**config.mk**
```make
export PLATFORM = sky130hd
export DESIGN_NAME = prap_cordic_stage
export DESIGN_NICKNAME = d
export VERILOG_FILES = /design/src/hw/rtl/prap_pkg.sv /design/src/hw/rtl/prap_cordic_stage.sv
export SDC_FILE = /design/constraint.sdc
export NUM_CORES = 1
export LEC_CHECK = 0
export ABC_AREA = 1
export BUFFER_PORTS_ARGS = -buffer_cell sky130_fd_sc_hd__buf_4
export CAP_MARGIN = 20
export CORE_ASPECT_RATIO = 1.75
export CORE_MARGIN = 5
export CORE_UTILIZATION = 30
export DETAILED_ROUTE_END_ITERATION = 10
export HOLD_SLACK_MARGIN = 0.06
export SLEW_MARGIN = 20
export SYNTH_ARGS = -nofsm -noshare
export SYNTH_HDL_FRONTEND = slang
export SYNTH_SLANG_ARGS = --single-unit
```
**constraint.sdc**
```tcl
create_clock -name clk_i -period 6.8 [get_ports clk_i]
set_input_delay 0 -clock clk_i [delete_from_list [all_inputs] [get_ports clk_i]]
set_output_delay 0 -clock clk_i [all_outputs]
set_load 0.01 [all_outputs]
```
**src/hw/rtl/prap_pkg.sv**
```systemverilog
// prap_pkg: shared types, fixed-point widths and constants of the point rotation unit.
// Contains the arctangent table of the CORDIC micro-rotations.
// No dependencies.
`default_nettype none

package prap_pkg;

  // Q16.16 coordinate and derived working widths
  localparam int unsigned COORD_W    = 32;
  localparam int unsigned OFS_W      = COORD_W + 1;   // point - pivot, exact
  localparam int unsigned GUARD_BITS = 8;             // extra fraction bits inside CORDIC
  localparam int unsigned WORK_W     = 44;            // covers gain growth with margin
  localparam int unsigned CONST_W    = 30;            // gain and angle scale constants
  localparam int unsigned GAIN_FRAC  = 30;            // gain is Q30
  localparam int unsigned SCALE_SH   = GAIN_FRAC - GUARD_BITS;
  localparam int unsigned PROD_W     = OFS_W + CONST_W + 1;
  localparam int unsigned TURN_W     = 32;            // binary angle, 2^32 = one turn
  localparam int unsigned ANG_FRAC   = 16;            // fraction bits dropped from angle product
  localparam int unsigned APROD_W    = TURN_W + ANG_FRAC;
  localparam int unsigned ANG_W      = TURN_W + 2;    // residual angle, with growth
  localparam int unsigned ATAN_W     = 30;

  localparam logic [CONST_W-1:0] GAIN_Q30    = 30'd652032874;
  localparam logic [CONST_W-1:0] RAD_TO_TURN = 30'd683565276;
  localparam logic [CONST_W-1:0] DEG_TO_TURN = 30'd11930465;

  localparam logic signed [ANG_W-1:0] ANG_QUARTER     = ANG_W'(64'd1 << (TURN_W - 2));
  localparam logic signed [ANG_W-1:0] ANG_NEG_QUARTER = -ANG_QUARTER;
  localparam logic signed [ANG_W-1:0] ANG_HALF        = ANG_W'(64'd1 << (TURN_W - 1));

  localparam logic signed [COORD_W-1:0] COORD_MAX = {1'b0, {(COORD_W-1){1'b1}}};
  localparam logic signed [COORD_W-1:0] COORD_MIN = {1'b1, {(COORD_W-1){1'b0}}};

  typedef struct packed {
    logic signed [COORD_W-1:0] point_x;
    logic signed [COORD_W-1:0] point_y;
    logic signed [COORD_W-1:0] pivot_x;
    logic signed [COORD_W-1:0] pivot_y;
    logic signed [COORD_W-1:0] turn_angle;
    logic                      angle_in_degrees;
  } in_beat_t;

  typedef struct packed {
    logic signed [COORD_W-1:0] rotated_x;
    logic signed [COORD_W-1:0] rotated_y;
    logic                      overflow;
  } out_beat_t;

  // Working vector between CORDIC stages
  typedef struct packed {
    logic signed [WORK_W-1:0]  x;
    logic signed [WORK_W-1:0]  y;
    logic signed [ANG_W-1:0]   z;
    logic signed [COORD_W-1:0] pivot_x;
    logic signed [COORD_W-1:0] pivot_y;
  } rot_beat_t;

  // round(atan(2^-i) * 2^32 / (2 pi))
  function automatic logic [ATAN_W-1:0] atan_turn(input logic [4:0] idx);
    logic [ATAN_W-1:0] r;
    unique case (idx)
      5'd0:  r = 30'h20000000;
      5'd1:  r = 30'h12E4051E;
      5'd2:  r = 30'h09FB385B;
      5'd3:  r = 30'h051111D4;
      5'd4:  r = 30'h028B0D43;
      5'd5:  r = 30'h0145D7E1;
      5'd6:  r = 30'h00A2F61E;
      5'd7:  r = 30'h00517C55;
      5'd8:  r = 30'h0028BE53;
      5'd9:  r = 30'h00145F2F;
      5'd10: r = 30'h000A2F98;
      5'd11: r = 30'h000517CC;
      5'd12: r = 30'h00028BE6;
      5'd13: r = 30'h000145F3;
      5'd14: r = 30'h0000A2FA;
      5'd15: r = 30'h0000517D;
      5'd16: r = 30'h000028BE;
      5'd17: r = 30'h0000145F;
      5'd18: r = 30'h00000A30;
      5'd19: r = 30'h00000518;
      5'd20: r = 30'h0000028C;
      5'd21: r = 30'h00000146;
      5'd22: r = 30'h000000A3;
      5'd23: r = 30'h00000051;
      5'd24: r = 30'h00000029;
      5'd25: r = 30'h00000014;
      5'd26: r = 30'h0000000A;
      5'd27: r = 30'h00000005;
      5'd28: r = 30'h00000003;
      5'd29: r = 30'h00000001;
      5'd30: r = 30'h00000001;
      5'd31: r = 30'h00000000;
    endcase
    return r;
  endfunction

endpackage

`default_nettype wire

```
**src/hw/rtl/prap_cordic_stage.sv**
```systemverilog
// prap_cordic_stage: one registered CORDIC micro-rotation with shift SHIFT.
// Depends on prap_pkg.
`default_nettype none

module prap_cordic_stage #(
  parameter int unsigned SHIFT = 0
) (
  input  logic                 clk_i,
  input  logic                 rst_ni,
  input  logic                 valid_i,
  output logic                 ready_o,
  input  prap_pkg::rot_beat_t  beat_i,
  output logic                 valid_o,
  input  logic                 ready_i,
  output prap_pkg::rot_beat_t  beat_o
);
  import prap_pkg::*;

  localparam logic signed [ANG_W-1:0] STEP = ANG_W'(atan_turn(5'(SHIFT)));

  logic                     valid_q;
  rot_beat_t                beat_d, beat_q;
  logic signed [WORK_W-1:0] sx, sy;

  assign ready_o = !valid_q || ready_i;
  assign valid_o = valid_q;
  assign beat_o  = beat_q;

  assign sx = $signed(beat_i.x) >>> SHIFT;
  assign sy = $signed(beat_i.y) >>> SHIFT;

  always_comb begin
    beat_d = beat_i;
    if (!beat_i.z[ANG_W-1]) begin
      beat_d.x = beat_i.x - sy;
      beat_d.y = beat_i.y + sx;
      beat_d.z = beat_i.z - STEP;
    end else begin
      beat_d.x = beat_i.x + sy;
      beat_d.y = beat_i.y - sx;
      beat_d.z = beat_i.z + STEP;
    end
  end

  always_ff @(posedge clk_i or negedge rst_ni) begin
    if (!rst_ni) begin
      valid_q <= 1'b0;
    end else if (ready_o) begin
      valid_q <= valid_i;
    end
  end

  always_ff @(posedge clk_i) begin
    if (ready_o) beat_q <= beat_d;
  end

endmodule

`default_nettype wire

```
==> run metrics <==
Lkg Pwr=roughly 11 nW; Die ar.=60200 um2; WL/cell=between 20 and 25 um; CTS tree=yes; Vias per Instance=a little under 5; met1 Use GR=23.6%; ys async rst share=less than 1%; power share of the combinational group=37.7%; hold_buf cts=between 100 and 150; top post-synthesis cells by area=edfxtp_1 (34%), nand2_1 (19%), ha_1 (10%); Clock Sinks=about 190; met3 Use GR=4.71%; startpoint types=input pin; Synth Flop Type=edfxtp_1; first-pass GRT wire length=between 100000 and 150000 um; Initial DRC Count=between 1000 and 1500; Placer Congestion=~1.0; Final setup viols=0; Antenna Nets Post-Route=0; CTS root buf=clkbuf_16; Distinct cells, synth=40; CTS buffer count=17; hold path cells=5; max-slew violations=0; Initial Util=30.1%; Worst Path Max Fanout=5; DRC=0; pin count of the biggest net entering global routing=74; Slew @ Worst Pin=around 1 ns; clk_skew=0.0365 ns; Die H=roughly 320 um; Fin Setup TNS=0 ns; Power Density=188 nW/um2; category of the most critical setup path=in -> reg; Post-Syn Area per Cell=around 6.8 um2; sequential area share after synthesis=approximately a third; cell depth of the worst flop-to-flop path=2; post-synth top area cell=edfxtp_1; slew margin rel.=about 34%; initial antenna violation count=2; synthesized flop and latch total=about 190; Clk pwr share=approximately 26%; Die X=188 um; final wirelength=roughly 74000 um; total setup buffers inserted after CTS=0; post-layout util=39.2%; internal power=2.47 mW; switch share=38.9%; worst hold path class=in -> reg; Syn Nets=around 2800; Layout area overhead=30.1%; CTS Buffer Depth=2; post-cts resize count=0; switching pwr=around 1.6 mW; Max-Cap Viols=0; Worst Path Arrival=between 3 and 4 ns; I/O pins=around 380; post-synthesis cell count=2440; core area=~55000 um2; GR peak layer=met2; met2 usage=between 40% and 50%; nets=roughly 3200; clk_lat worst skew=between 0.4 and 0.5 ns; flop2flop setup slack=about 4.3 ns; status=completed; critical path data required time=a little over 7 ns; row count=between 100 and 150; htree depth=4; RSZ-0062 raised after global routing=false; layout cell share with drive strength beyond 1=~16%; IR drop worst, VDD=0.163 mV; GRT Util Overall=a little under a quarter; synthesized area=around 17000 um2; Reg clk slew, reported paths=between 0.1 and 0.15 ns; DR vias=17500; FILL cells=slightly below 6000; CP endpoint kind=flip-flop; number of global-route vias before repair=between 15000 and 20000; port bufs=between 300 and 400; Final period util=a little over two fifths; GR Overflow Total=0; Synthesis Warnings=0; number of synthesized flops with an enable pin=approximately 190; Yosys top cell area share=about 34%; sequential share of power=roughly 37%; minimum clock period=just under 3 ns; final hold viol count=0; fmax=roughly 0.34 GHz; post-detail-place hpwl=61600 um; Initial DRT Pass Iterations=6
metrics by stage:
stage / area (um2) / hold slack (ns) / setup WS [ns] / total power, mW / std cells
detailed placement: 19900 / -0.223 / 3.99 / 2.96 / 3460
global placement: 19900 / -0.224 / 3.93 / 2.96 / 3460
global route: 21500 / 0.109 / 3.79 / 4.25 / 3598
finish: 21500 / 0.0882 / 3.89 / 4.04 / 3599
CTS: 21500 / 0.0626 / 3.96 / 4.07 / 3598
floorplan: 16600 / -0.296 / 1.80 / 2.31 / 2440
cells by family (layout without fill, tap and decap cells):
group / count (synthesis) / count (layout) / share of synthesized area, %
other cells: 0 / 1 / 0
compound gates: 269 / 269 / 8.86
xor+xnor: 32 / 32 / 1.69
mux: 2 / 2 / 0.121
flops: 186 / 186 / 33.7
buf+inv: 472 / 934 / 11.8
fa+ha+maj: 136 / 136 / 10.5
simple gates: 1343 / 1343 / 33.4
cell usage in the layout (no fill, tap or decap), types with 2 or more instances in the layout:
master / Yosys / layout
a21oi_2: 2 / 2
nand3_2: 3 / 3
a31oi_1: 3 / 3
inv_2: 3 / 3
dlygate4sd3_1: 0 / 106
clkbuf_16: 0 / 17
o211ai_1: 4 / 4
xor2_1: 31 / 31
nor2_1: 230 / 230
a21oi_1: 129 / 129
fa_1: 4 / 4
inv_1: 412 / 412
ha_1: 132 / 132
inv_6: 0 / 5
mux2i_1: 2 / 2
or2_2: 2 / 2
nand2_1: 825 / 824
and2_1: 6 / 6
o21ai_0: 82 / 82
nor3_1: 7 / 7
o21a_1: 3 / 3
o21ai_1: 8 / 8
nand3_1: 211 / 211
inv_8: 0 / 4
nor2_2: 21 / 21
nand4_1: 22 / 22
and2_2: 2 / 2
o21ai_2: 3 / 3
nand2_4: 1 / 2
buf_4: 30 / 381
nand2_2: 8 / 8
clkinv_2: 0 / 2
edfxtp_1: 185 / 185
nor3_2: 3 / 3
o22ai_1: 6 / 6
o21bai_1: 28 / 28
path summary, 6_finish.rpt:
path                          endpoint         from
setup / recovery           beat_o[182]  beat_i[142]
hold / removal             beat_o[185]  beat_i[141]
setup reg to reg           beat_o[126]      valid_o
hold reg to reg                valid_o      valid_o
max in group asynchronous      valid_o       rst_ni
min in group asynchronous      valid_o       rst_ni
flip-flops by register name (all words and copies together), names as in the netlist:
signal,count
valid_o,1
beat_o,185
cells in the mapped netlist (4+ instances only):
master / instances
nand2_1: 825
inv_1: 412
nor2_1: 230
nand3_1: 211
edfxtp_1: 185
ha_1: 132
a21oi_1: 129
o21ai_0: 82
xor2_1: 31
buf_4: 30
o21bai_1: 28
nand4_1: 22
nor2_2: 21
buf_2: 10
clkbuf_1: 9
nand2_2: 8
o21ai_1: 8
buf_6: 7
nor3_1: 7
and2_1: 6
o22ai_1: 6
fa_1: 4
o211ai_1: 4
routing by layer:
layer,vias up,wire length (um)
met5,-,7
met4,2,5940
met3,201,4870
met2,812,37600
met1,7861,25900
li1,8603,-
power groups by stage:
stage               clock (mW)  combinational, mW  sequential (mW)
detailed placement           0               1.46             1.51
global placement             0               1.46             1.50
CTS                       1.07               1.51             1.48
finish                    1.04               1.52             1.48
floorplan                    0              0.739             1.57
global route              1.11               1.65             1.49
layout make-up:
class | instances | area, um2 | area share [%]
Timing Repair Buffer | 487 | 3920 | 18.2
Clock buffer | 17 | 425 | 1.98
Antenna cell | 1 | 2.50 | 0.0116
Sequential cell | 186 | 5580 | 25.9
Inverter | 415 | 1560 | 7.23
Tap cell | 696 | 871 | 4.04
Clock inverter | 15 | 148 | 0.686
Multi-Input combinational cell | 1782 | 9030 | 41.9
critical path: stages:
cell and delay [ns]:
dlygate4sd3_1 0.56, buf_4 0.16, inv_1 0.05, ha_1 0.28, fa_1 0.42, inv_1 0.20
a21oi_2 0.41, inv_1 0.19, a21oi_1 0.40, nor2_1 0.08, nor2_1 0.15, nand3_1 0.09
nand3_1 0.08, nand2_1 0.07
Note: power is estimated with default switching activity, not from simulation.
