$ cat src/hw/rtl/prap_pkg.sv
// prap_pkg: shared types, fixed-point widths and constants of the point rotation unit.
// Contains the arctangent table of the CORDIC micro-rotations.
// No dependencies.
`default_nettype none

package prap_pkg;

  // Q16.16 coordinate and derived working widths
  localparam int unsigned COORD_W    = 32;
  localparam int unsigned OFS_W      = COORD_W + 1;   // point - pivot, exact
  localparam int unsigned GUARD_BITS = 8;             // extra fraction bits inside CORDIC
  localparam int unsigned WORK_W     = 44;            // covers gain growth with margin
  localparam int unsigned CONST_W    = 30;            // gain and angle scale constants
  localparam int unsigned GAIN_FRAC  = 30;            // gain is Q30
  localparam int unsigned SCALE_SH   = GAIN_FRAC - GUARD_BITS;
  localparam int unsigned PROD_W     = OFS_W + CONST_W + 1;
  localparam int unsigned TURN_W     = 32;            // binary angle, 2^32 = one turn
  localparam int unsigned ANG_FRAC   = 16;            // fraction bits dropped from angle product
  localparam int unsigned APROD_W    = TURN_W + ANG_FRAC;
  localparam int unsigned ANG_W      = TURN_W + 2;    // residual angle, with growth
  localparam int unsigned ATAN_W     = 30;

  localparam logic [CONST_W-1:0] GAIN_Q30    = 30'd652032874;
  localparam logic [CONST_W-1:0] RAD_TO_TURN = 30'd683565276;
  localparam logic [CONST_W-1:0] DEG_TO_TURN = 30'd11930465;

  localparam logic signed [ANG_W-1:0] ANG_QUARTER     = ANG_W'(64'd1 << (TURN_W - 2));
  localparam logic signed [ANG_W-1:0] ANG_NEG_QUARTER = -ANG_QUARTER;
  localparam logic signed [ANG_W-1:0] ANG_HALF        = ANG_W'(64'd1 << (TURN_W - 1));

  localparam logic signed [COORD_W-1:0] COORD_MAX = {1'b0, {(COORD_W-1){1'b1}}};
  localparam logic signed [COORD_W-1:0] COORD_MIN = {1'b1, {(COORD_W-1){1'b0}}};

  typedef struct packed {
    logic signed [COORD_W-1:0] point_x;
    logic signed [COORD_W-1:0] point_y;
    logic signed [COORD_W-1:0] pivot_x;
    logic signed [COORD_W-1:0] pivot_y;
    logic signed [COORD_W-1:0] turn_angle;
    logic                      angle_in_degrees;
  } in_beat_t;

  typedef struct packed {
    logic signed [COORD_W-1:0] rotated_x;
    logic signed [COORD_W-1:0] rotated_y;
    logic                      overflow;
  } out_beat_t;

  // Working vector between CORDIC stages
  typedef struct packed {
    logic signed [WORK_W-1:0]  x;
    logic signed [WORK_W-1:0]  y;
    logic signed [ANG_W-1:0]   z;
    logic signed [COORD_W-1:0] pivot_x;
    logic signed [COORD_W-1:0] pivot_y;
  } rot_beat_t;

  // round(atan(2^-i) * 2^32 / (2 pi))
  function automatic logic [ATAN_W-1:0] atan_turn(input logic [4:0] idx);
    logic [ATAN_W-1:0] r;
    unique case (idx)
      5'd0:  r = 30'h20000000;
      5'd1:  r = 30'h12E4051E;
      5'd2:  r = 30'h09FB385B;
      5'd3:  r = 30'h051111D4;
      5'd4:  r = 30'h028B0D43;
      5'd5:  r = 30'h0145D7E1;
      5'd6:  r = 30'h00A2F61E;
      5'd7:  r = 30'h00517C55;
      5'd8:  r = 30'h0028BE53;
      5'd9:  r = 30'h00145F2F;
      5'd10: r = 30'h000A2F98;
      5'd11: r = 30'h000517CC;
      5'd12: r = 30'h00028BE6;
      5'd13: r = 30'h000145F3;
      5'd14: r = 30'h0000A2FA;
      5'd15: r = 30'h0000517D;
      5'd16: r = 30'h000028BE;
      5'd17: r = 30'h0000145F;
      5'd18: r = 30'h00000A30;
      5'd19: r = 30'h00000518;
      5'd20: r = 30'h0000028C;
      5'd21: r = 30'h00000146;
      5'd22: r = 30'h000000A3;
      5'd23: r = 30'h00000051;
      5'd24: r = 30'h00000029;
      5'd25: r = 30'h00000014;
      5'd26: r = 30'h0000000A;
      5'd27: r = 30'h00000005;
      5'd28: r = 30'h00000003;
      5'd29: r = 30'h00000001;
      5'd30: r = 30'h00000001;
      5'd31: r = 30'h00000000;
    endcase
    return r;
  endfunction

endpackage

`default_nettype wire

$ cat src/hw/rtl/prap_prep.sv
// prap_prep: three-stage front end: offset, gain and angle multiplies, quadrant fold.
// Depends on prap_pkg.
`default_nettype none

module prap_prep (
  input  logic                 clk_i,
  input  logic                 rst_ni,
  input  logic                 valid_i,
  output logic                 ready_o,
  input  prap_pkg::in_beat_t   beat_i,
  output logic                 valid_o,
  input  logic                 ready_i,
  output prap_pkg::rot_beat_t  beat_o
);
  import prap_pkg::*;

  localparam logic signed [PROD_W-1:0] XY_RND  = PROD_W'(64'd1 << (SCALE_SH - 1));
  localparam logic [APROD_W-1:0]       ANG_RND = APROD_W'(64'd1 << (ANG_FRAC - 1));

  logic v1_q, v2_q, v3_q;
  logic rdy1, rdy2, rdy3;

  assign rdy3    = !v3_q || ready_i;
  assign rdy2    = !v2_q || rdy3;
  assign rdy1    = !v1_q || rdy2;
  assign ready_o = rdy1;
  assign valid_o = v3_q;

  always_ff @(posedge clk_i or negedge rst_ni) begin
    if (!rst_ni) begin
      v1_q <= 1'b0;
      v2_q <= 1'b0;
      v3_q <= 1'b0;
    end else begin
      if (rdy1) v1_q <= valid_i;
      if (rdy2) v2_q <= v1_q;
      if (rdy3) v3_q <= v2_q;
    end
  end

  // stage 1: exact offset
  logic signed [OFS_W-1:0]   ox_q, oy_q;
  logic signed [COORD_W-1:0] ang1_q, pvx1_q, pvy1_q;
  logic                      deg1_q;
  logic signed [OFS_W-1:0]   ox_d, oy_d;

  assign ox_d = OFS_W'(beat_i.point_x) - OFS_W'(beat_i.pivot_x);
  assign oy_d = OFS_W'(beat_i.point_y) - OFS_W'(beat_i.pivot_y);

  always_ff @(posedge clk_i) begin
    if (rdy1) begin
      ox_q   <= ox_d;
      oy_q   <= oy_d;
      ang1_q <= beat_i.turn_angle;
      deg1_q <= beat_i.angle_in_degrees;
      pvx1_q <= beat_i.pivot_x;
      pvy1_q <= beat_i.pivot_y;
    end
  end

  // stage 2: gain pre-scale and angle-to-turn multiplies
  logic signed [PROD_W-1:0]        mx_d, my_d, mx_q, my_q;
  logic signed [COORD_W+CONST_W:0] ap_d;
  logic [CONST_W-1:0]              scale;
  logic [APROD_W-1:0]              ap_q;
  logic signed [COORD_W-1:0]       pvx2_q, pvy2_q;

  assign scale = deg1_q ? DEG_TO_TURN : RAD_TO_TURN;
  assign mx_d  = ox_q * $signed({1'b0, GAIN_Q30});
  assign my_d  = oy_q * $signed({1'b0, GAIN_Q30});
  assign ap_d  = ang1_q * $signed({1'b0, scale});

  always_ff @(posedge clk_i) begin
    if (rdy2) begin
      mx_q   <= mx_d;
      my_q   <= my_d;
      ap_q   <= ap_d[APROD_W-1:0];   // turn wraps modulo 2^32
      pvx2_q <= pvx1_q;
      pvy2_q <= pvy1_q;
    end
  end

  // stage 3: round to working format, binary angle, fold into a quarter turn
  logic signed [PROD_W-1:0] xr, yr;
  logic signed [WORK_W-1:0] x0, y0;
  logic [APROD_W-1:0]       ar;
  logic [TURN_W-1:0]        turn;
  logic signed [ANG_W-1:0]  zw;
  rot_beat_t                fold_d, fold_q;

  assign xr   = (mx_q + XY_RND) >>> SCALE_SH;
  assign yr   = (my_q + XY_RND) >>> SCALE_SH;
  assign x0   = xr[WORK_W-1:0];
  assign y0   = yr[WORK_W-1:0];
  assign ar   = ap_q + ANG_RND;
  assign turn = ar[APROD_W-1 -: TURN_W];
  assign zw   = {{(ANG_W-TURN_W){turn[TURN_W-1]}}, turn};

  always_comb begin
    fold_d.pivot_x = pvx2_q;
    fold_d.pivot_y = pvy2_q;
    unique if (zw > ANG_QUARTER) begin
      fold_d.x = -x0;
      fold_d.y = -y0;
      fold_d.z = zw - ANG_HALF;
    end else if (zw < ANG_NEG_QUARTER) begin
      fold_d.x = -x0;
      fold_d.y = -y0;
      fold_d.z = zw + ANG_HALF;
    end else begin
      fold_d.x = x0;
      fold_d.y = y0;
      fold_d.z = zw;
    end
  end

  always_ff @(posedge clk_i) begin
    if (rdy3) fold_q <= fold_d;
  end

  assign beat_o = fold_q;

endmodule

`default_nettype wire

$ cat config.mk
export PLATFORM = sky130hd
export DESIGN_NAME = prap_prep
export DESIGN_NICKNAME = d
export VERILOG_FILES = /design/src/hw/rtl/prap_pkg.sv /design/src/hw/rtl/prap_prep.sv
export SDC_FILE = /design/constraint.sdc
export NUM_CORES = 2
export LEC_CHECK = 0
export BUFFER_PORTS_ARGS = -buffer_cell sky130_fd_sc_hd__buf_2
export CORE_MARGIN = 2
export CORE_UTILIZATION = 35
export DETAILED_ROUTE_END_ITERATION = 6
export PLACE_DENSITY_LB_ADDON = 0.25
export SLEW_MARGIN = 30
export SYNTH_ARGS = -nofsm -noshare
export SYNTH_HDL_FRONTEND = slang
export SYNTH_SLANG_ARGS = --single-unit
$ cat constraint.sdc
create_clock -name clk_i -period 8.8 [get_ports clk_i]
set_clock_uncertainty 0.05 [all_clocks]
set_input_delay 0 -clock clk_i [delete_from_list [all_inputs] [get_ports clk_i]]
set_output_delay 0 -clock clk_i [all_outputs]
set_load 0.01 [all_outputs]
==> results.md <==
- Startpoint types: flip-flop
- H-tree levels: 3
- Cell area after synthesis: 79,800 um2
- DRC errors left: 0
- Fin. Hold Viols: 0
- Mux share of post-synthesis cell area: 0.00216
- Root Driver: clkbuf_16
- Commonest non-fill, non-tap cell in the layout: inv_1
- Clock transition at path regs: 0.06 ns
- CP arrival: 8.78 ns
- Synth Area in Compound Gates: 0.0522
- Wire per inst: ~21 um
- Final setup viols: 0
- DRT Wirelength: 237 mm
- Required time of the critical path: 9.16 ns
- Yosys cell types: 91
- First-pass GRT wire length: 361 mm
- DIE HEIGHT: 481 um
- Core box area: 227,000 um2
- Fin. max-slew vios: 0
- Sequential area share after synthesis: 0.201
- DR vias: 52,600
- Syn. warnings: 0
- Setup CP Type: flip-flop to flip-flop
- Reg area: 16,000 um2
- Simple-gate share of the synthesized area: 0.0636
- DR vias/cell: ~4.7
- Final core utilization: 0.404
- Grt total ovfl: 0
- Fin crit period: roughly 8.4 ns
- Worst hold slack: just over 0.06 ns
- Clock Tree Buf Depth: 3
- Routed Antenna Nets: 0
- Largest family of logic cells by synthesized area: adder cells
- First-pass DRT Iterations: 5
- Slew margin rel.: 0.293
- CTS tree: built
- CP Capture Type: flip-flop
- Number of max-cap violations: 0
- Vias in the first global route: 58,000
- Initial core utilization: 0.351
- Initial detailed-routing violation count: 2,995
- Overall routing resource usage: 0.208
- Share of cells above drive strength 1: 0.0841
- Max incr delay on CP: approximately 0.64 ns
- Fill cells: 22,100
- Delay-heaviest family, CP: adder cells
- Syn Inst Count: 7,381
- HPWL Detailed: 206 mm
- Worst Tran Pin Value: around 1.1 ns
- Asr flop ratio synth: 0.00562
- Placer Congestion: 0.956
- Tcrit/Tclk final: 0.957
- IO Pins: 353
- Largest net degree at the start of global routing: 100
- Crit-path max FO: 6
- CP Cell Sequence: ha_1 -> inv_1 -> fa_1 -> inv_1 -> fa_1 -> inv_1 -> fa_1 -> inv_1 -> fa_1 -> fa_1 -> fa_1 -> fa_1 -> ha_1 -> nand4_1 -> or4_1 -> a31oi_4 -> nor2b_1 -> a21oi_2 -> a21boi_1 -> o311a_1 -> o31a_1 -> o31ai_1 -> xor2_1
- Area of the die: ~230,000 um2
- Most used cell, CP: fa_1
- Highest clock rate: 119 MHz
- WP buf/inv: 4
- Syn Area/Cell: between 10 and 15 um2
- Nets: between 10,000 and 15,000
- TritonCTS buffer count: 72
- Area of the multi-input gates: 55,100 um2
- CTS Sinks: roughly 530
- Adder-cell share of the synthesized area: 0.519
- Antenna violations before repair: 6
- Die W: just under 500 um
- Synth Flop Type: edfxtp_1
- Most frequent cells in the layout: inv_1, fa_1, ha_1, edfxtp_1, buf_2
- Status: finished clean
- Worst skew pair latency: approximately 0.7 ns
- Synth Register Bits: 534
- Port Buffer Count: about 350
- Hold Path Class: input port to flip-flop
- FP Rows: roughly 180
- Synth Area in XOR/XNOR: 0.0525
- Slowest CP cell: edfxtp_1
- Layout area overhead: 15.1%
- Number of flops mapped to enable cells by yosys: 531
==> area by class of cell <==
type | instances | area share
Clock buffer | 82 | 0.0205
Sequential cell | 534 | 0.175
Inverter | 2232 | 0.0913
Tap cell | 3009 | 0.0410
Timing Repair Buffer | 807 | 0.0653
Clock inverter | 52 | 0.00730
Multi-Input combinational cell | 4530 | 0.600
Antenna cell | 5 | 0.000136
==> final timing paths <==
check,startpoint,end,slack (ns),cells after the start
min in group asynchronous,rst_ni,v1_q$_DFFE_PN0P_,0.15,3
min,beat_i[91],pvx1_q[26]$_DFFE_PP_,0.06,2
max,ox_q[13]$_DFFE_PP_,mx_q[50]$_DFFE_PP_,0.38,23
max reg2reg,ox_q[13]$_DFFE_PP_,mx_q[50]$_DFFE_PP_,0.38,23
min reg2reg,pvy1_q[14]$_DFFE_PP_,pvy2_q[14]$_DFFE_PP_,0.36,0
max in group asynchronous,rst_ni,v2_q$_DFFE_PN0P_,8.40,3
==> timing repair <==
item	CTS	global route
hold buffers	295	0
setup endpoints to repair	11	19
buffers inserted	10	2
gates resized for setup	3	8
hold endpoints to repair	168	0
==> worst reg2reg max path, cell delays in order, from the launching register on <==
cell	delay, ns
edfxtp_1	0.64
ha_1	0.43
inv_1	0.15
fa_1	0.52
inv_1	0.09
fa_1	0.50
inv_1	0.06
fa_1	0.51
inv_1	0.06
fa_1	0.50
fa_1	0.58
fa_1	0.46
fa_1	0.48
ha_1	0.33
nand4_1	0.16
or4_1	0.60
a31oi_4	0.30
nor2b_1	0.15
a21oi_2	0.22
a21boi_1	0.17
o311a_1	0.44
o31a_1	0.38
o31ai_1	0.27
xor2_1	0.10
==> logic make-up after synthesis <==
| family | after synthesis |
|---|---|
| AND/OR/NAND/NOR | 971 |
| buffers and inverters | 2323 |
| XOR/XNOR | 478 |
| AO/OA/AOI/OAI | 644 |
| other | 2 |
| adder cells (fa/ha/maj) | 2413 |
| multiplexers | 16 |
| flip-flops | 534 |
==> layer usage <==
layer  global-route usage  wire length [um]  vias up
li1                     -                 -    24500
met1                0.292            111000    26700
met2                0.336            109000     1190
met3               0.0293             11000      229
met4               0.0533              6000        6
met5              0.00456               167        -
==> stage by stage <==
stage	setup TNS, ns	area (um2)	setup WS (ns)	cells
after floorplan	0	79800	0.422	7387
after global placement	-0.397	86100	-0.142	10800
after detailed placement	-0.834	86100	-0.211	10800
after CTS	0	91700	0.0357	11200
after global routing	-0.000474	91800	-0.000474	11200
final	0	91800	0.380	11300
==> synth_stat cells (all sizes together) (73+ instances only) <==
| cell type | n | area share |
|---|---|---|
| a21o | 73 | 0.0069 |
| a21oi | 188 | 0.012 |
| and3 | 75 | 0.0059 |
| edfxtp | 531 | 0.20 |
| fa | 1492 | 0.37 |
| ha | 921 | 0.14 |
| inv | 2231 | 0.10 |
| nand2 | 188 | 0.0089 |
| nand3 | 85 | 0.0053 |
| nor2 | 227 | 0.011 |
| o21ai | 118 | 0.0074 |
| xnor2 | 341 | 0.037 |
| xor2 | 137 | 0.015 |
==> registers in the layout, summed over array words and instances, names as in the netlist, 32 cells and up <==
register	count
my_q	43
oy_q	33
ox_q	33
mx_q	43
pvx1_q	32
beat_o	185
pvx2_q	32
ang1_q	32
pvy2_q	32
ap_q	33
pvy1_q	32
Power is left out: the tool's default activity adds up to more than one toggle a clock period on the data nets, which glitch-free logic cannot reach.
