--- src/hw/rtl/prap_pkg.sv ---
// prap_pkg: shared types, fixed-point widths and constants of the point rotation unit.
// Contains the arctangent table of the CORDIC micro-rotations.
// No dependencies.
`default_nettype none

package prap_pkg;

  // Q16.16 coordinate and derived working widths
  localparam int unsigned COORD_W    = 32;
  localparam int unsigned OFS_W      = COORD_W + 1;   // point - pivot, exact
  localparam int unsigned GUARD_BITS = 8;             // extra fraction bits inside CORDIC
  localparam int unsigned WORK_W     = 44;            // covers gain growth with margin
  localparam int unsigned CONST_W    = 30;            // gain and angle scale constants
  localparam int unsigned GAIN_FRAC  = 30;            // gain is Q30
  localparam int unsigned SCALE_SH   = GAIN_FRAC - GUARD_BITS;
  localparam int unsigned PROD_W     = OFS_W + CONST_W + 1;
  localparam int unsigned TURN_W     = 32;            // binary angle, 2^32 = one turn
  localparam int unsigned ANG_FRAC   = 16;            // fraction bits dropped from angle product
  localparam int unsigned APROD_W    = TURN_W + ANG_FRAC;
  localparam int unsigned ANG_W      = TURN_W + 2;    // residual angle, with growth
  localparam int unsigned ATAN_W     = 30;

  localparam logic [CONST_W-1:0] GAIN_Q30    = 30'd652032874;
  localparam logic [CONST_W-1:0] RAD_TO_TURN = 30'd683565276;
  localparam logic [CONST_W-1:0] DEG_TO_TURN = 30'd11930465;

  localparam logic signed [ANG_W-1:0] ANG_QUARTER     = ANG_W'(64'd1 << (TURN_W - 2));
  localparam logic signed [ANG_W-1:0] ANG_NEG_QUARTER = -ANG_QUARTER;
  localparam logic signed [ANG_W-1:0] ANG_HALF        = ANG_W'(64'd1 << (TURN_W - 1));

  localparam logic signed [COORD_W-1:0] COORD_MAX = {1'b0, {(COORD_W-1){1'b1}}};
  localparam logic signed [COORD_W-1:0] COORD_MIN = {1'b1, {(COORD_W-1){1'b0}}};

  typedef struct packed {
    logic signed [COORD_W-1:0] point_x;
    logic signed [COORD_W-1:0] point_y;
    logic signed [COORD_W-1:0] pivot_x;
    logic signed [COORD_W-1:0] pivot_y;
    logic signed [COORD_W-1:0] turn_angle;
    logic                      angle_in_degrees;
  } in_beat_t;

  typedef struct packed {
    logic signed [COORD_W-1:0] rotated_x;
    logic signed [COORD_W-1:0] rotated_y;
    logic                      overflow;
  } out_beat_t;

  // Working vector between CORDIC stages
  typedef struct packed {
    logic signed [WORK_W-1:0]  x;
    logic signed [WORK_W-1:0]  y;
    logic signed [ANG_W-1:0]   z;
    logic signed [COORD_W-1:0] pivot_x;
    logic signed [COORD_W-1:0] pivot_y;
  } rot_beat_t;

  // round(atan(2^-i) * 2^32 / (2 pi))
  function automatic logic [ATAN_W-1:0] atan_turn(input logic [4:0] idx);
    logic [ATAN_W-1:0] r;
    unique case (idx)
      5'd0:  r = 30'h20000000;
      5'd1:  r = 30'h12E4051E;
      5'd2:  r = 30'h09FB385B;
      5'd3:  r = 30'h051111D4;
      5'd4:  r = 30'h028B0D43;
      5'd5:  r = 30'h0145D7E1;
      5'd6:  r = 30'h00A2F61E;
      5'd7:  r = 30'h00517C55;
      5'd8:  r = 30'h0028BE53;
      5'd9:  r = 30'h00145F2F;
      5'd10: r = 30'h000A2F98;
      5'd11: r = 30'h000517CC;
      5'd12: r = 30'h00028BE6;
      5'd13: r = 30'h000145F3;
      5'd14: r = 30'h0000A2FA;
      5'd15: r = 30'h0000517D;
      5'd16: r = 30'h000028BE;
      5'd17: r = 30'h0000145F;
      5'd18: r = 30'h00000A30;
      5'd19: r = 30'h00000518;
      5'd20: r = 30'h0000028C;
      5'd21: r = 30'h00000146;
      5'd22: r = 30'h000000A3;
      5'd23: r = 30'h00000051;
      5'd24: r = 30'h00000029;
      5'd25: r = 30'h00000014;
      5'd26: r = 30'h0000000A;
      5'd27: r = 30'h00000005;
      5'd28: r = 30'h00000003;
      5'd29: r = 30'h00000001;
      5'd30: r = 30'h00000001;
      5'd31: r = 30'h00000000;
    endcase
    return r;
  endfunction

endpackage

`default_nettype wire

--- src/hw/rtl/prap_finish.sv ---
// prap_finish: drops guard bits, adds the pivot back, saturates; output register.
// Depends on prap_pkg.
`default_nettype none

module prap_finish (
  input  logic                 clk_i,
  input  logic                 rst_ni,
  input  logic                 valid_i,
  output logic                 ready_o,
  input  prap_pkg::rot_beat_t  beat_i,
  output logic                 valid_o,
  input  logic                 ready_i,
  output prap_pkg::out_beat_t  beat_o
);
  import prap_pkg::*;

  localparam logic signed [WORK_W-1:0] G_RND = WORK_W'(64'd1 << (GUARD_BITS - 1));

  // {saturated, value}
  function automatic logic [COORD_W:0] round_sat(input logic signed [WORK_W-1:0]  v,
                                                 input logic signed [COORD_W-1:0] piv);
    logic signed [WORK_W-1:0] rv;
    logic signed [WORK_W:0]   r;
    logic [WORK_W:COORD_W-1]  hi;
    logic [COORD_W:0]         res;
    rv = (v + G_RND) >>> GUARD_BITS;
    r  = (WORK_W+1)'(rv) + (WORK_W+1)'(piv);
    hi = r[WORK_W:COORD_W-1];
    if ((&hi) || !(|hi)) begin
      res = {1'b0, r[COORD_W-1:0]};
    end else if (r[WORK_W]) begin
      res = {1'b1, COORD_MIN};
    end else begin
      res = {1'b1, COORD_MAX};
    end
    return res;
  endfunction

  logic             valid_q;
  out_beat_t        beat_q, beat_d;
  logic [COORD_W:0] rx, ry;

  assign ready_o = !valid_q || ready_i;
  assign valid_o = valid_q;
  assign beat_o  = beat_q;

  assign rx = round_sat(beat_i.x, beat_i.pivot_x);
  assign ry = round_sat(beat_i.y, beat_i.pivot_y);

  always_comb begin
    beat_d.rotated_x = rx[COORD_W-1:0];
    beat_d.rotated_y = ry[COORD_W-1:0];
    beat_d.overflow  = rx[COORD_W] | ry[COORD_W];
  end

  always_ff @(posedge clk_i or negedge rst_ni) begin
    if (!rst_ni) begin
      valid_q <= 1'b0;
    end else if (ready_o) begin
      valid_q <= valid_i;
    end
  end

  always_ff @(posedge clk_i) begin
    if (ready_o) beat_q <= beat_d;
  end

endmodule

`default_nettype wire

--- config.mk ---
export PLATFORM = sky130hd
export DESIGN_NAME = prap_finish
export DESIGN_NICKNAME = d
export VERILOG_FILES = /design/src/hw/rtl/prap_pkg.sv /design/src/hw/rtl/prap_finish.sv
export SDC_FILE = /design/constraint.sdc
export NUM_CORES = 1
export LEC_CHECK = 0
export BUFFER_PORTS_ARGS = -buffer_cell sky130_fd_sc_hd__buf_2
export CAP_MARGIN = 20
export CORE_UTILIZATION = 48
export CTS_CLUSTER_SIZE = 40
export DETAILED_ROUTE_END_ITERATION = 10
export PLACE_DENSITY = 0.76
export SKIP_CTS_REPAIR_TIMING = 1
export SLEW_MARGIN = 20
export SYNTH_ARGS = -nofsm -noshare
export SYNTH_HDL_FRONTEND = slang
export SYNTH_SLANG_ARGS = --single-unit
--- constraint.sdc ---
create_clock -name clk_i -period 2.1 [get_ports clk_i]
set_input_delay 0.105 -clock clk_i [delete_from_list [all_inputs] [get_ports clk_i]]
set_output_delay 0.105 -clock clk_i [all_outputs]
set_load 0.005 [all_outputs]
==> results of run 1 <==
## state kept, by name (all words and copies together), names as in the netlist
signal / count
valid_o: 1
beat_o: 65
## path summary, 6_finish.rpt
path                              from    endpoint  slack, ps  cells past startpoint
min in group clk_i          beat_i[32]  beat_o[33]        190                      3
max                        beat_i[161]  beat_o[35]      -2040                     22
min reg2reg                    valid_o     valid_o        760                      3
min                             rst_ni     valid_o         90                      2
max reg2reg                    valid_o  beat_o[62]        760                      2
max in group asynchronous       rst_ni     valid_o       1930                      2
## layout make-up
type                            count  share of cell area, %
Timing Repair Buffer              575                  30.83
Multi-Input combinational cell    803                  48.70
Tap cell                          216                  2.092
Clock buffer                       10                  1.850
Inverter                           18                 0.5423
Sequential cell                    66                  15.30
Clock inverter                      6                 0.6779
## cell usage after synthesis (4+ instances only)
library cell / count / area share, %
buf_2: 5 / 0.32
o211ai_1: 9 / 0.85
inv_1: 18 / 0.85
a21oi_1: 76 / 4.8
nor3_1: 17 / 1.1
buf_6: 6 / 0.85
nor2_1: 57 / 2.7
o21a_1: 7 / 0.66
clkbuf_1: 7 / 0.33
nand2_1: 90 / 4.3
edfxtp_1: 65 / 25
and2_1: 7 / 0.55
nand3_1: 32 / 2.0
mux2i_1: 5 / 0.63
xnor2_1: 86 / 9.5
a21o_1: 63 / 6.0
nand4_1: 23 / 1.8
ha_1: 76 / 12
a31oi_1: 8 / 0.63
o21bai_1: 4 / 0.38
o21ai_1: 18 / 1.1
nand2b_1: 10 / 0.79
a21o_2: 4 / 0.44
a211o_1: 7 / 0.77
and3_1: 22 / 1.7
o21ai_0: 48 / 3.0
buf_8: 4 / 0.76
xor2_1: 47 / 5.2
a211oi_1: 6 / 0.57
and4_1: 7 / 0.77
## per-layer routing
| metal | track usage [%] | wire length, um |
|---|---|---|
| met5 | 0 | 0 |
| met4 | 7.235 | 607 |
| met3 | 1.873 | 1178 |
| met2 | 49.49 | 13570 |
| met1 | 34.15 | 10970 |
## power by group
group          switching (mW)  internal (mW)  total, mW
logic                    1.71           1.82       3.52
clock network           0.532           1.07       1.60
registers               0.101           1.75       1.85
## metrics by stage
step | instances | worst slack, ps | setup TNS (ps) | util [%]
2_1_floorplan | 909 | -2013 | -118610 | -
3_3_place_gp | 1634 | -2089 | -132140 | 72.74
3_5_place_dp | 1634 | -2304 | -139690 | 72.74
4_1_cts | 1650 | -1994 | -119200 | 74.78
5_1_grt | 1694 | -2183 | -130340 | 80.75
6_report | 1694 | -2042 | -122070 | 80.75
## cells in the final DEF, fill, tap and decap left out, types with 10 or more instances in the layout
cell / synthesis / routed
buf_4: 1 / 349
buf_2: 5 / 200
xnor2_1: 86 / 85
nand2_1: 90 / 84
ha_1: 76 / 69
a21oi_1: 76 / 68
edfxtp_1: 65 / 65
a21o_1: 63 / 63
nor2_1: 57 / 50
xor2_1: 47 / 46
o21ai_0: 48 / 28
nand3_1: 32 / 26
nand4_1: 23 / 23
o21ai_2: 1 / 21
buf_6: 6 / 18
o21ai_1: 18 / 17
and3_1: 22 / 14
inv_1: 18 / 14
clkbuf_16: 0 / 13
nor3_1: 17 / 10
## kinds of logic (layout without fill, tap and decap cells)
logic type	Yosys count	in the layout	share of synthesized area, %
buffers and inverters	43	609	3.625
XOR/XNOR	133	133	14.68
AND/OR/NAND/NOR	288	288	18.16
AO/OA/AOI/OAI	296	299	25.52
adder cells (fa/ha/maj)	78	78	12.48
flip-flops	66	66	24.91
multiplexers	5	5	0.6305
==> reports/metrics.yaml, run 1 <==
p_leak_nw: 6.112
syn_to_final_growth_pct: 62.77
hold_violations: 0
post-route-drc-count: 0
avgRoutedWirePerCell_um: 15.54
cp-end-kind: "register"
clock_latency_ps: 320
synth_cell_types: 86
grt_start_max_net_pins: 48
synth_area_per_cell_sq_um: 8.732
totalPowerFinal_mw: 6.979
regArea_sq_um: 1977
nFillCells: 1055
finClkSkew_ps: 8.006
synth_ff_type: "edfxtp_1"
die_area_sq_um: 17060
gp_congestion: 0.9161
max_stage_delay_ps: 560
critPathArrivalTime_ps: 4310
final_layout_size_suffix_gt1_share_pct: 49.12
cpLargestDelayFamily: "simple AND/OR/NAND/NOR gates"
dr_total_vias: 9268
grt_usage_pct: 27.01
antenna_found_initial: 0
ys_warn_count: 0
die_w_um: 130.6
async_flop_share_pct: 1.515
path_max_fanout: 7
critPathKind: "input pin to register"
crit_top_cell: "buf_6"
hp-class: "input pin to asynchronous set/reset pin"
worst_slew_pin_slew_ps: 629.8
port_buffers: 208
synth_cells: 909
antennaDiodeCount: 0
pin_count: 257
status: "finished, violations left"
wl_um: 26330
multi_input_area_sq_um: 6292
fin_crit_sh_pct: 197.2
cp_cell_sequence: "buf_6 > and3_4 > and3_4 > and4_4 > and2_4 > inv_4 > nor2_4 > buf_6 > xor2_1 > ha_1 > a21o_1 > a21o_1 > a221o_1 > buf_4 > or3_4 > o211ai_2 > nand2_1 > or4_4 > o32ai_4 > buf_6 > buf_12 > mux2i_1"
nNetsFinal: 1741
die_height_um: 130.6
whs_ps: 91.63
relSlewSlack_pct: 57.92
cp_num_buf_inv: 6
grt_pass1_wl_um: 36930
startpoint_type: "input pin"
seq_area_frac_synth_pct: 24.91
grt_overflow_total: 0
clock_sinks: 66
root_buffer: "clkbuf_16"
drt-pass1-iter-count: 5
place_hpwl_um: 19860
maxCapViolCount: 0
violations: "negative setup slack"
cts_tree: "done"
synthesis.nets: 1177
cts_buffer_depth: 2
cp_slowest_cell: "or4_4"
synth_edf_count: 65
final_area_sq_um: 12920
numCtsBuffers: 9
required_ps: 2260
place_area_sq_um: 11640
finalSetupViolCount: 65
setup_ws_ps: -2042
fin_crit_ps: 4142
power_density_nw_per_um2: 540.2
ir_drop_mv: 0.4479
maxSlewViolCount: 0
path_clk_slew_ps: 60
core_area_sq_um: 16000
rsz0062_at_grt: "true"
initial_core_util_pct: 49.61
postRouteAntennaNets: 0
drt_iter0_markers: 570
yosys_register_bits: 66
synth_area_sq_um: 7938
placementRows: 46
max_freq_mhz: 241.5
grt_pass1_vias: 8229
ctsHtreeMaxLevel: 3
via_per_inst: 5.471
(Power assumes the default switching activity.)
==> run 2: changes to the inputs <==
--- a/config.mk
+++ b/config.mk
@@ -7,6 +7,7 @@
 export LEC_CHECK = 0
 export BUFFER_PORTS_ARGS = -buffer_cell sky130_fd_sc_hd__buf_2
 export CAP_MARGIN = 20
+export CORE_ASPECT_RATIO = 1.5
 export CORE_UTILIZATION = 48
 export CTS_CLUSTER_SIZE = 40
 export DETAILED_ROUTE_END_ITERATION = 10
==> run 2 against run 1 <==
Against the previous run: largest power group unchanged; register-to-register slack improved by 130 ps; die area about the same; routed wire length increased by 12%; critical path type unchanged; first-iteration DRC count decreased by 19%; critical path depth decreased by 1; the run still ends with negative setup slack left; critical endpoint is now beat_o[57].
==> reports/metrics.yaml, run 2 (synthesis gave the netlist of run 1 again) <==
wl_um: 29550
startpoint_type: "input pin"
cts_tree: "done"
ff2ff_setup_slack_ps: 890
dr_total_vias: 9622
r2r_cells: 2
violations: "negative setup slack"
die_area_sq_um: 17070
hold_violations: 0
cts_buffer_depth: 2
worst_slew_pin_slew_ps: 745.1
cpLargestDelayFamily: "simple AND/OR/NAND/NOR gates"
cp_num_buf_inv: 4
power_density_nw_per_um2: 539.0
drt_iter0_markers: 463
cp_cell_sequence: "buf_6 > and3_4 > and3_4 > and4_4 > and2_4 > inv_4 > nor2_4 > nand3_1 > xnor2_1 > ha_1 > nand4_1 > nor4_1 > o31a_1 > o2111ai_1 > nand4b_4 > nand2_1 > or4_4 > o32ai_4 > buf_12 > buf_12 > mux2i_1"
syn_to_final_growth_pct: 60.37
gp_congestion: 0.9497
post-route-drc-count: 0
grt_pass1_vias: 9553
grt_pass1_wl_um: 41990
max_freq_mhz: 239.9
initial_core_util_pct: 49.03
maxSlewViolCount: 0
regArea_sq_um: 1977
timing.rr.end: "beat_o[63]"
worst_hold_path.endpoint: "valid_o"
drt-pass1-iter-count: 5
placementRows: 57
clock_sinks: 66
place_area_sq_um: 11580
maxCapViolCount: 0
fin_crit_ps: 4168
rsz0062_at_grt: "true"
die_height_um: 159.5
avgRoutedWirePerCell_um: 17.74
root_buffer: "clkbuf_16"
final_layout_size_suffix_gt1_share_pct: 48.39
nNetsFinal: 1722
mostFrequentLayoutCells: "buf_4, buf_2, nand2_1"
place_ws_ps: -2252
clock_latency_ps: 340
path_clk_slew_ps: 60
setup_ws_ps: -2068
postRouteAntennaNets: 0
multi_input_area_sq_um: 6228
die_w_um: 107.0
critPathArrivalTime_ps: 4340
grt_start_max_net_pins: 68
required_ps: 2280
relSlewSlack_pct: 50.22
hp-class: "input pin to register"
totalPowerFinal_mw: 6.861
ir_drop_mv: 0.3540
ctsHtreeMaxLevel: 3
final_area_sq_um: 12730
cp_slowest_cell: "or4_4"
grt_overflow_total: 0
status: "finished, violations left"
final_common_cell: "buf_4"
finClkSkew_ps: 5.902
hp-start: "valid_i"
cp-end-kind: "register"
antenna_found_initial: 1
r2r_start: "valid_o"
finalSetupViolCount: 65
place_hpwl_um: 21620
whs_path_depth: 2
path_max_fanout: 7
fin_crit_sh_pct: 198.5
via_per_inst: 5.776
largest_reg_flops: 65
nFillCells: 1011
pin_count: 257
numCtsBuffers: 9
grt_usage_pct: 30.79
p_leak_nw: 6.011
core_area_sq_um: 16190
max_stage_delay_ps: 560
port_buffers: 208
critPathKind: "input pin to register"
==> run 2: changes by cell type in the layout (fill, tap and decap cells not counted), sizes merged <==
cell | previous run | this run
bufinv | 2 | 1
buf | 569 | 554
o2bb2a | 4 | 1
diode | 0 | 1
clkbuf | 14 | 13
clkinvlp | 0 | 1
dlygate4sd3 | 2 | 1
clkinv | 3 | 4
==> run 2: worst max-delay path by stage <==
stage                       to         from  cells past startpoint  slack (ps)
global route        beat_o[57]  beat_i[161]                     25       -2290
CTS                 beat_o[35]  beat_i[154]                     21       -1950
detailed placement  beat_o[35]  beat_i[160]                     23       -2250
global placement    beat_o[50]  beat_i[160]                     23       -2120
finish              beat_o[57]  beat_i[161]                     21       -2070
floorplan           beat_o[54]  beat_i[160]                     23       -2010
==> run 2: cell type report <==
cell class	count	share of cell area, %
inverter	18	0.5504
clock buffer	9	1.769
clock inverter	7	0.5406
tap	206	2.025
timing repair buffer	559	30.64
multi-input combinational	800	48.93
antenna	1	0.01966
sequential	66	15.53
==> run 2: per-layer routing <==
metal  share of wire (%)  global-route usage (%)  routed length, um
met5                   0                       0                  0
met2                  55                   61.88              16220
met1                  33                   27.19               9685
met4                 7.1                   21.30               2107
met3                 5.2                   3.602               1538
==> run 2: power by group <==
group / switching [mW] / leakage (nW) / internal (mW) / total, mW
clock network: 0.619 / 0.143 / 0.917 / 1.54
registers: 0.0773 / 0.634 / 1.75 / 1.82
logic: 1.74 / 5.23 / 1.76 / 3.50
total: 2.44 / 6.01 / 4.42 / 6.86
==> run 2: worst register-to-register path, stage by stage, from the launching register on <==
cell,delay (ps)
dfrtp_1,410
nand2b_4,90
buf_12,330
==> run 2: through the flow <==
stage	utilization, %	TNS (ps)	instances	hold WS, ps
6_report	78.63	-125310	1666	15.12
5_1_grt	78.62	-134860	1665	26.40
4_1_cts	73.35	-117770	1630	-477.9
3_5_place_dp	71.54	-139030	1614	-119.6
3_3_place_gp	71.54	-132300	1614	-119.4
2_1_floorplan	-	-118610	909	-190.6
==> run 3: changes to the inputs <==
--- a/config.mk
+++ b/config.mk
@@ -5,13 +5,14 @@
 export SDC_FILE = /design/constraint.sdc
 export NUM_CORES = 1
 export LEC_CHECK = 0
+export ABC_AREA = 1
 export BUFFER_PORTS_ARGS = -buffer_cell sky130_fd_sc_hd__buf_2
 export CAP_MARGIN = 20
 export CORE_ASPECT_RATIO = 1.5
-export CORE_UTILIZATION = 48
+export CORE_UTILIZATION = 50
 export CTS_CLUSTER_SIZE = 40
 export DETAILED_ROUTE_END_ITERATION = 10
-export PLACE_DENSITY = 0.76
+export PLACE_DENSITY = 0.77
 export SKIP_CTS_REPAIR_TIMING = 1
 export SLEW_MARGIN = 20
 export SYNTH_ARGS = -nofsm -noshare
==> run 3 against run 2 <==
Against the previous run: the run still ends with negative setup slack left; die area up 14%; non-clock buffer count up 46; first-iteration DRC count up 100%; setup slack better by 270 ps; register-to-register slack worse by 160 ps; critical path type unchanged.
==> reports/metrics.yaml, run 3 <==
status: "finished, violations left"
violations: "negative setup slack"
setup_ws_ps: -1800
synthesis.nets: 1792
cp-end-kind: "register"
required_ps: 2180
place_hpwl_um: 28740
gp_congestion: 0.9660
ys_warn_count: 0
place_ws_ps: -2229
p_clk_share_pct: 20.8
relSlewSlack_pct: 67.51
pin_count: 257
yosys_register_bits: 66
hold_violations: 0
syn_to_final_growth_pct: 67.86
avgRoutedWirePerCell_um: 17.00
p_switching_mw: 3.134
final_layout_size_suffix_gt1_share_pct: 43.68
fin_crit_ps: 3900
hp-class: "input pin to asynchronous set/reset pin"
grt_pass1_vias: 12066
postLayoutCoreUtil_pct: 85.51
finClkSkew_ps: 9.126
mostFrequentLayoutCells: "nand2_1, buf_4, inv_1"
power.share.switching_pct: 40.65
initial_core_util_pct: 50.94
synth_common_cells: "nand2_1, inv_1, nor2_1"
path_clk_slew_ps: 60
drt-pass1-iter-count: 6
clock_latency_ps: 340
numCtsBuffers: 9
critPathArrivalTime_ps: 3990
synth_area_sq_um: 9409
via_per_inst: 5.396
clock_sinks: 66
startpoint_type: "input pin"
core_area_sq_um: 18470
worst_slew_pin_slew_ps: 482.9
port_buffers: 208
path_max_fanout: 6
r2r_start: "valid_o"
die_area_sq_um: 19380
power_density_nw_per_um2: 488.2
synth_cell_types: 33
startpoint: "beat_i[105]"
critPathKind: "input pin to register"
fin_crit_sh_pct: 185.7
max_stage_delay_ps: 350
root_buffer: "clkbuf_16"
synth_top_area_cell: "nand2_1"
rsz0062_at_grt: "true"
grt_overflow_total: 0
post-route-drc-count: 0
synth_edf_count: 65
synth_area_leaders: "nand2_1, edfxtp_1, ha_1"
synth_ff_type: "edfxtp_1"
synth_area_per_cell_sq_um: 6.174
drt_iter0_markers: 935
maxSlewViolCount: 0
placementRows: 61
cts_tree: "done"
nNetsFinal: 2399
cts_buffer_depth: 2
largest_reg_flops: 65
grt_pass1_wl_um: 53700
wl_um: 40620
grt_usage_pct: 35.71
ir_drop_mv: 0.4788
die_w_um: 114.0
cellInternalPower_mw: 4.576
yosysMostFrequentCell: "nand2_1"
nFillCells: 1167
crit_top_cell: "nand2_4"
pwr-share-comb_pct: 55.3
max_freq_mhz: 256.4
grt_start_max_net_pins: 41
p_seq_share_pct: 23.9
ctsHtreeMaxLevel: 3
die_height_um: 170.0
seq_area_frac_synth_pct: 21.01
synth_top_area_share_pct: 23.06
postRouteAntennaNets: 0
maxCapViolCount: 0
final_common_cell: "nand2_1"
cp_slowest_cell: "nor4_4"
tns_ps: -104150
dr_total_vias: 12896
finalSetupViolCount: 65
synth_cells: 1524
p_leak_nw: 8.346
antenna_found_initial: 2
async_flop_share_pct: 1.515
## run 3: cells by family (layout without fill, tap and decap cells)
kind of cell	after synthesis	count (layout)	synth area share, %
adder cells (fa/ha/maj)	78	78	10.53
buffers and inverters	250	859	10.69
AND/OR/NAND/NOR	888	891	39.55
AO/OA/AOI/OAI	123	123	7.141
other	0	2	0
flip-flops	66	66	21.01
XOR/XNOR	119	119	11.08
## run 3: worst paths after layout
kind / endpoint / cells after the start / slack, ps
max in group asynchronous: valid_o / 2 / 1950
max: beat_o[17] / 29 / -1800
max reg2reg: beat_o[2] / 2 / 730
min: valid_o / 2 / 70
min reg2reg: valid_o / 2 / 810
min in group clk_i: beat_o[1] / 4 / 210
## run 3: metal layers
layer	track usage, %	routed length [um]	vias up
li1	-	-	6071
met1	30.21	12250	5834
met2	71.83	21230	674
met3	4.202	2583	317
met4	29.81	4560	0
met5	0	0	-
## run 3: power by group through the flow
stage | combinational, mW | sequential, mW | clock (mW)
floorplan | 1.67 | 1.88 | 0
global placement | 3.34 | 1.87 | 0
detailed placement | 3.40 | 1.86 | 0
CTS | 3.42 | 1.84 | 1.58
global route | 4.60 | 1.86 | 1.62
finish | 4.26 | 1.84 | 1.60
## run 3: critical path, delay by kind of cell
family	cells	cell delay, ps
and+or+nand+nor	20	2530
buffers and inverters	6	730
adders and majority gates	2	450
xor gates and xnor gates	1	150
## run 3: layout make-up
cell class,instances,area (sq um),share of cell area [%]
multi-input combinational,1211,8000,50.65
timing repair buffer,605,4295,27.20
sequential,66,1977,12.52
inverter,238,898.4,5.688
tap,252,315.3,1.996
clock buffer,9,225.2,1.426
clock inverter,7,77.57,0.4912
antenna,2,5.005,0.03169
## run 3: metrics by stage
stage	total power, mW	hold WS, ps	cell area [sq um]	cells
4_1_cts	6.840	-476.7	13910	2349
2_1_floorplan	3.545	-190.6	9609	1524
3_5_place_dp	5.265	-120.0	13610	2333
3_3_place_gp	5.204	-120.4	13610	2333
5_1_grt	8.070	88.62	15790	2389
6_report	7.710	66.88	15790	2390
